## config.mk

```make
export PLATFORM = sky130hd
export DESIGN_NAME = cps_ram
export DESIGN_NICKNAME = d
export VERILOG_FILES = /design/src/rtl/cps_ram.sv
export SDC_FILE = /design/constraint.sdc
export NUM_CORES = 2
export LEC_CHECK = 0
export ABC_CLOCK_PERIOD_IN_PS = 3900
export BUFFER_PORTS_ARGS = -buffer_cell sky130_fd_sc_hd__buf_2
export CAP_MARGIN = 15
export CORE_UTILIZATION = 60
export DETAILED_ROUTE_END_ITERATION = 12
export PLACE_DENSITY = 0.76
export SLEW_MARGIN = 20
export SYNTH_ARGS = -nofsm -noshare
export SYNTH_HDL_FRONTEND = slang
export SYNTH_MEMORY_MAX_BITS = 65536
export SYNTH_SLANG_ARGS = --single-unit
```

## constraint.sdc

```tcl
create_clock -name clk -period 3.9 [get_ports clk]
set_clock_uncertainty 0.2 [all_clocks]
set_input_delay 0.585 -clock clk [delete_from_list [all_inputs] [get_ports clk]]
set_output_delay 0.585 -clock clk [all_outputs]
set_load 0.02 [all_outputs]
```

## src/rtl/cps_ram.sv

```systemverilog
// Generic single-write, single-read synchronous RAM with registered read data.
module cps_ram #(
	parameter int WIDTH = 17,
	parameter int DEPTH = 256
) (
	input  logic                     clk,
	input  logic                     we,
	input  logic [$clog2(DEPTH)-1:0] waddr,
	input  logic [WIDTH-1:0]         wdata,
	input  logic                     re,
	input  logic [$clog2(DEPTH)-1:0] raddr,
	output logic [WIDTH-1:0]         rdata
);

	logic [WIDTH-1:0] mem_q [DEPTH];

	always_ff @(posedge clk) begin
		if (we) begin
			mem_q[waddr] <= wdata;
		end
		if (re) begin
			rdata <= mem_q[raddr];
		end
	end

endmodule

```

==> results.cfg <==
[floorplan]
rows = 194
initial_core_util_pct = 60.59
core_mm2 = 0.2804
die_y_um = 534.1
die_w_um = 534.1
io_pins = 53
dieArea_mm2 = 0.2853

[pwr]
power_frac_clock_pct = 41.1
ir_worst_vdd_mv = 0.3854
power_switching_mw = 20.79
power.density_mw_per_mm2 = 503.5
combPwrFrac_pct = 5.5
p_leak_nw = 62.17
intPower_mw = 76.31
seqPwrFrac_pct = 53.4
power_mw = 97.11
p_sw_share_pct = 21.41

[grt]
track_usage_pct = 32.89
antenna_found_initial = 44
grt_overflow_total = 0
grt_pass1_vias = 88069
grt_max_degree = 149
grt_first_pass_wirelength_mm = 656.8

[yosys]
syn_inst = 7797
syn_area_per_cell_um2 = 21.79
syn_area_mm2 = 0.1699
yosys.area.top_type_share_pct = 77.23
synth_nets = 7833
yosysTopAreaCell = edfxtp_1
synth_seq_cells = 4369
synth_flop_cell = edfxtp_1
yosys_warnings = 0
synth-seq-area-share_pct = 77.23
synth.distinct_cells = 73
async_flop_share_pct = 0
synthTopCellsByArea = edfxtp_1 (77%), mux4_2 (12%), mux2i_1 (3.0%)
synth-edff-count = 4369

[flow_run]
cap_violations = 0

[drt]
viasPerCell = 6.979
wl_per_cell_um = 36.80
wl_mm = 467.6
drt-pass1-iter-count = 9
drtIter0Drc = 14912
vias = 88659
drc = 0
antenna_left = 0

[hold_path]
min_path_type = in -> reg

[place]
placed_cells = 11921
hpwl_mm = 277.2
place.gp.congestion = 0.9776
portBuffers = 52

[sta]
final.period_utilization_pct = 96.24
fmax_ghz = 0.2664
max_slew_margin_pct = 23.93
finalCriticalPeriod_ns = 3.753
finalSetupViolations = 0
fin_tns_setup_ns = 0
hold_viol = 0
hold_ws_ns = 0.06485
maxSlewViolCount = 0
rsz0062_at_grt = no
tightest_slew_ns = 1.141

[clock_tree]
htreeDepth = 5
cts_tree = yes
clock-sinks = 4369
clkTransAtPathRegs_ns = 0.06
cts_inserted_buffers = 418
cts_root_buf = clkbuf_16
clockBufferDepth = 4
clk-insertion-delay-late_ns = 0.94

[cells_and_area]
final_cell_mix = edfxtp_1 (4,369), mux4_2 (897), buf_4 (696), mux2i_1 (509), clkbuf_16 (426)
drive_gt1_share_pct = 28.09
mostFrequentLayoutCell = edfxtp_1
post-route-util_pct = 68.79
syn2layout_area_growth_pct = 13.54
final_cells = 12704
nNetsFinal = 8664

[worst_setup_path]
end_kind = flip-flop
critPathKind = in -> reg
cp.required_ns = 4.44
startpoint_type = input pin
crit_fanout = 19
crit_arrival_ns = 4.29

[status]
status = completed
[sequential cells by signal (all words and copies together), names as in the netlist]
register  cells
mem_q      4352
rdata        17
[logic make-up after synthesis]
family / after synthesis / share of synthesized area, %
DFF: 4369 / 77.23
muxes: 1472 / 15.74
and+or+nand+nor: 836 / 2.188
AOI/OAI and AO/OA: 649 / 2.702
buffers and inverters: 471 / 2.143
[power groups by stage]
stage | clock [mW] | combinational (mW) | sequential [mW]
detailed placement | 0 | 5.18 | 52.9
floorplan | 0 | 2.64 | 52.8
global placement | 0 | 5.06 | 52.9
finish | 39.9 | 5.35 | 51.9
CTS | 40.1 | 5.25 | 51.9
global route | 41.8 | 5.46 | 51.9
[layout make-up]
cell class / count / area, µm²
Inverter: 5 / 31.28
Sequential cell: 4369 / 131200
Clock buffer: 505 / 10960
Fill cell: 16212 / 87490
Multi-Input combinational cell: 2957 / 35470
Clock inverter: 245 / 2323
Timing Repair Buffer: 877 / 8179
Tap cell: 3724 / 4659
Antenna cell: 22 / 55.05
[what timing repair did]
item,4_1_cts,5_1_grt
setup buffers,0,0
setup endpoints to repair,1,0
endpoints found under the hold margin,355,0
hold buffers,11,0
gates resized for setup,2,0
[final timing paths]
kind / start / end / slack, ns / depth (start not counted)
hold / removal: wdata[2] / mem_q[243][2]$_DFFE_PP_ / 0.06 / 1
setup reg to reg: mem_q[210][6]$_DFFE_PP_ / rdata[6]$_DFFE_PP_ / 0.49 / 7
setup / recovery: raddr[0] / rdata[14]$_DFFE_PP_ / 0.15 / 13
hold reg to reg: mem_q[168][12]$_DFFE_PP_ / rdata[12]$_DFFE_PP_ / 1.01 / 5
[critical path: stages]
cell	delay, ns
buf_12	0.21
buf_12	0.24
buf_4	0.17
buf_12	0.18
buf_12	0.20
mux2i_1	0.10
o221ai_1	0.25
o22ai_1	0.14
o311ai_1	0.91
buf_4	0.26
nand4b_1	0.39
buf_4	0.30
a311oi_1	0.23
[metrics by stage]
step	setup slack, ns	cell area [µm²]
2_1_floorplan	0.8070	169900
3_3_place_gp	-1.120	179400
3_5_place_dp	-1.102	179400
4_1_cts	0.3313	192800
5_1_grt	0.2551	192800
6_report	0.1467	192900
[Yosys cell counts (all sizes together), types with 9 or more instances]
| cell type | n |
|---|---|
| a211oi | 17 |
| a21oi | 108 |
| a22o | 13 |
| a22oi | 33 |
| a31oi | 14 |
| a32oi | 9 |
| buf | 301 |
| clkbuf | 164 |
| edfxtp | 4369 |
| mux2 | 20 |
| mux2i | 509 |
| mux4 | 943 |
| nand2 | 216 |
| nand3 | 65 |
| nand4 | 21 |
| nor2 | 333 |
| nor2b | 14 |
| nor3 | 109 |
| nor4 | 16 |
| o21ai | 46 |
| o221ai | 136 |
| o22a | 11 |
| o22ai | 186 |
| o311a | 14 |
| o311ai | 15 |
| or3 | 14 |
[layer usage]
layer / up-vias / wire length, µm / GRT usage (%)
met2: 6883 / 218700 / 50.64
met4: 16 / 24570 / 15.52
met1: 45975 / 162300 / 44.76
met3: 1110 / 61900 / 8.265
li1: 34675 / - / -
met5: - / 105 / 0
Note: power is estimated with default switching activity, not from simulation.
