File: src/rtl/cps_pkg.sv
// Shared types and constants for the palette select unit.
package cps_pkg;

	localparam int NUM_BINS = 256;
	localparam int BIN_W    = 8;
	localparam int COUNT_W  = 17;
	localparam int RANK_W   = 4;

	typedef logic [BIN_W-1:0]   bin_t;
	typedef logic [COUNT_W-1:0] count_t;
	typedef logic [RANK_W-1:0]  rank_t;

	localparam count_t COUNT_CAP  = 17'd65536;
	localparam rank_t  PICKS      = 4'd15;
	localparam rank_t  RANK_FIRST = 4'd1;
	localparam bin_t   BIN_LAST   = 8'd255;

	typedef struct packed {
		logic  valid;
		logic  last_bin;
		logic  last_pick;
		rank_t rank;
	} rank_ctl_t;

endpackage

File: src/rtl/cps_ranker.sv
// Running best-bin tracker for one ranking scan and the result word register.
module cps_ranker import cps_pkg::*; (
	input  logic      clk,
	input  logic      arst_n,
	input  rank_ctl_t ctl_s1,
	input  bin_t      bin_s1,
	input  count_t    count_s1,
	output logic      strobe,
	output rank_t     rank,
	output bin_t      colour,
	output count_t    occurrences,
	output logic      last_rank
);

	logic   have_q;
	count_t best_cnt_q;
	bin_t   best_val_q;
	count_t prev_cnt_q;
	bin_t   prev_val_q;
	logic   eligible;
	logic   better;
	count_t nxt_cnt;
	bin_t   nxt_val;

	// bins ranked above the previous pick are already taken
	always_comb begin
		eligible = (ctl_s1.rank == RANK_FIRST) || (count_s1 < prev_cnt_q) ||
			((count_s1 == prev_cnt_q) && (bin_s1 > prev_val_q));
		better   = eligible && (!have_q || (count_s1 > best_cnt_q));
		nxt_cnt  = better ? count_s1 : best_cnt_q;
		nxt_val  = better ? bin_s1 : best_val_q;
	end

	always_ff @(posedge clk or negedge arst_n) begin
		if (!arst_n) begin
			have_q <= 1'b0;
			strobe <= 1'b0;
		end else begin
			strobe <= ctl_s1.valid && ctl_s1.last_bin;
			if (ctl_s1.valid) begin
				have_q <= ctl_s1.last_bin ? 1'b0 : (have_q | better);
			end
		end
	end

	always_ff @(posedge clk) begin
		if (ctl_s1.valid) begin
			best_cnt_q <= nxt_cnt;
			best_val_q <= nxt_val;
			if (ctl_s1.last_bin) begin
				prev_cnt_q  <= nxt_cnt;
				prev_val_q  <= nxt_val;
				rank        <= ctl_s1.rank;
				colour      <= nxt_val;
				occurrences <= nxt_cnt;
				last_rank   <= ctl_s1.last_pick;
			end
		end
	end

endmodule

File: config.mk
export PLATFORM = sky130hd
export DESIGN_NAME = cps_ranker
export DESIGN_NICKNAME = d
export VERILOG_FILES = /design/src/rtl/cps_pkg.sv /design/src/rtl/cps_ranker.sv
export SDC_FILE = /design/constraint.sdc
export NUM_CORES = 1
export LEC_CHECK = 0
export ABC_CLOCK_PERIOD_IN_PS = 2700
export BUFFER_PORTS_ARGS = -buffer_cell sky130_fd_sc_hd__buf_2
export CELL_PAD_IN_SITES_DETAIL_PLACEMENT = 0
export CELL_PAD_IN_SITES_GLOBAL_PLACEMENT = 1
export CORE_ASPECT_RATIO = 1.75
export CORE_MARGIN = 4
export CORE_UTILIZATION = 35
export DETAILED_ROUTE_END_ITERATION = 6
export MAX_ROUTING_LAYER = met4
export PLACE_DENSITY_LB_ADDON = 0.1
export SKIP_LAST_GASP = 1
export SLEW_MARGIN = 20
export SYNTH_ARGS = -nofsm -noshare
export SYNTH_HDL_FRONTEND = slang
export SYNTH_SLANG_ARGS = --single-unit
export TNS_END_PERCENT = 30
File: constraint.sdc
create_clock -name clk -period 2.7 [get_ports clk]
set_input_delay 0.27 -clock clk [delete_from_list [all_inputs] [get_ports clk]]
set_output_delay 0.27 -clock clk [all_outputs]
set_load 0.005 [all_outputs]
==> flow_summary.toml <==
[logic_synthesis]
synth_xor_area_frac = 0
synthFlopType = "edfxtp_1"
synth_compound_area_frac = 0.08398
yosysSeqAreaShare = 0.5288
synth_mux_area_frac = 0.1108
syn-num-nets = 312
ys_top_cells_by_area = "edfxtp_1 51%, ha_1 16%, mux2_4 9.3%, inv_1 5.1%, nand4_1 1.9%"
yosys.area_share.simple = 0.05482
synth.most_common_cell = "edfxtp_1"
synth_area_leader_cell = "edfxtp_1"
synth_top_area_share = 0.5132
synthArstFlopShare = 0.03509
synth.avg_cell_area_um2 = 13.64
syn-instance-count = 236
ys.warnings.count = 0
synth_fa_ha_area_frac = 0.1633
synth.distinct_cells = 34
ys_top_cells_by_count = "55 x edfxtp_1, 44 x inv_1, 42 x ha_1"
synth_top_family_by_area = "adder cells"
synth_edf_count = 55
synth-seq-cells = 57
syn_area_mm2 = 0.003218

[run]
drv_cap = 0

[placed_design]
place_congestion = 0.7293
placedCellCount = 440
dp_hpwl_um = 5611
port_buffers = 64

[clocking]
ctsRootBufferMaster = "clkbuf_16"
cts-htree-levels = 3
cts_sinks = 57
cts_tree = "done"
clock_latency_ns = 0.32
cts_made_buffers = 9
clk_pin_slew_ns = 0.05
clockBufferDepth = 2

[die]
fp.dieArea_mm2 = 0.01085
num_io_pins = 65
fp.coreArea_mm2 = 0.009036
fp.dieH_um = 134.8
start_util = 0.3561
std_cell_rows = 46
die_x_um = 80.49

[setup_path]
path_cells = "inv_2 -> ha_4 -> a211oi_2 -> nor2_1 -> a2111o_1 -> a2111oi_4 -> a311oi_4 -> buf_4 -> buf_16 -> mux2_4"
crit_buf_inv = 3
cp_slowest_cell = "a2111o_1"
crit_path_start = "best_cnt_q[6]"
slowest_delay_ns = 0.44
critPathLaunchType = "flop"
cp.arrival_ns = 2.77
endpoint_kind = "flop"
critical_path_required_ns = 2.77
criticalPathCategory = "flop to flop"
regToRegStartpoint = "best_cnt_q[6]"
cp_top_family = "compound AO/OA/AOI/OAI gates"
worstPathMaxFanout = 7

[timing]
rsz0062_at_grt = "yes"
worst_pin_slew_ns = 0.4041
fin_skew_ns = 0.005767
max_slew_margin = 0.7306
drv_slew = 0
postLayoutSetupSlackWorst_ns = -0.002454
finalSetupViolations = 2
fin_crit_sh = 1.001
hold_viol_final = 0
fmaxAchievable_ghz = 0.3700
period_needed_ns = 2.702

[global_routing]
grt_pass1_vias = 2395
grt_use_total = 0.1551
antenna_found_initial = 0
grt_pass1_wl_um = 11920
grt_max_degree = 28
gr-total-overflow = 0

[hold_path]
min_from = "ctl_s1[4]"
hold_path.class = "input port to flop"

[layout]
nets = 416
nFillCells = 865
fin_cells = 465
area_growth_pct = 36.63
drive_gt1_frac = 0.4406
antenna_cells = 0

[drt]
routedWlPerCell_um = 16.00
met2_length_um = 4185
drtAntennaViolNets = 0
top_layer = "met4"
firstDrtPassIters = 5
viasPerCell = 4.660
wl_um = 7440
wl_met3_um = 215
drc = 0
vias = 2167
drt_iter0_markers = 76
drt-met1-wl_um = 2862

[status]
violations = "negative setup slack"
status = "complete, but fails checks"

[power_and_ir_drop]
p_per_area_mw_per_mm2 = 696.8
max-vdd-ir-drop_mv = 0.5102
p_leak_nw = 2.036
total_power_w = 0.003063
metal layers:
metal / global-route usage / vias to the layer above
met3: 0.02870 / 12
met5: - / -
li1: - / 1085
met4: 0.07519 / 0
met2: 0.2735 / 43
met1: 0.1627 / 1027
cell families (layout without fill, tap and decap cells):
kind of cell	count (synthesis)	in the layout
mux	25	25
buf+inv	46	155
flops	57	57
compound gates	34	34
simple gates	32	32
fa+ha+maj	42	42
worst paths after layout:
path                       slack, ns  cells past startpoint             end
min in group asynchronous       0.27                      2          have_q
min                             0.12                      1       last_rank
max reg2reg                   -0.002                     10  prev_cnt_q[10]
max                           -0.002                     10  prev_cnt_q[10]
max in group asynchronous       2.33                      2          strobe
min reg2reg                     0.56                      1   best_val_q[2]
cell usage in the layout, fill, tap and decap left out, types with 4 or more instances in the layout:
cell type	count
nor2_1	6
nand2_1	4
mux2_4	24
clkbuf_16	9
buf_2	64
ha_1	39
edfxtp_1	55
a21oi_1	9
a21o_1	4
inv_1	42
buf_4	25
nand4_1	10
power by group:
part / internal [W] / leakage [nW] / switching (W)
combinational: 0.000407 / 1.33 / 0.000325
clock: 0.000801 / 0.152 / 0.000376
sequential: 0.00111 / 0.551 / 0.0000417
per-stage QoR:
step | hold WS, ns | setup WS (ns) | utilization | cell area (µm²) | setup TNS [ns]
floorplan | -0.02559 | 0.09693 | - | 3218 | 0
global placement | 0.06387 | -0.09267 | 0.4268 | 3856 | -3.775
detailed placement | 0.06450 | -0.09617 | 0.4268 | 3856 | -3.904
CTS | 0.1101 | -0.03094 | 0.4816 | 4352 | -0.7642
global route | 0.1165 | -0.08674 | 0.4866 | 4397 | -3.211
finish | 0.1243 | -0.002454 | 0.4866 | 4397 | -0.004768
registers in the layout (all words and copies together), names as in the netlist:
register	flops
best_cnt_q	17
prev_cnt_q	17
best_val_q	8
colour	8
rank	4
have_q	1
last_rank	1
strobe	1
what timing repair did:
item / in CTS / in global routing
pin swaps: 12 / 5
gates cloned: 2 / 0
hold buffers: 1 / 0
resized for setup: 17 / 8
setup endpoints to repair: 50 / 50
buffers inserted: 4 / 2
hold endpoints to repair: 2 / 0
worst reg2reg max path, delay by kind of cell (launching register included):
kind            cells  cell delay, ns
fa+ha+maj           1            0.20
buf+inv             3            0.40
mux                 1            0.31
simple gates        1            0.06
compound gates      4            1.07
flops               1            0.41
area by class of cell:
cell class | count | area [µm²] | share of cell area
multi-input cells | 133 | 1444 | 0.3284
flip-flops and latches | 57 | 1702 | 0.3870
clock inverters | 6 | 82.58 | 0.01878
inverters | 44 | 165.2 | 0.03756
well taps | 120 | 150.1 | 0.03415
repair buffers | 95 | 624.3 | 0.1420
clock buffers | 10 | 229.0 | 0.05208
No activity file was read; power rests on OpenSTA's default activity.
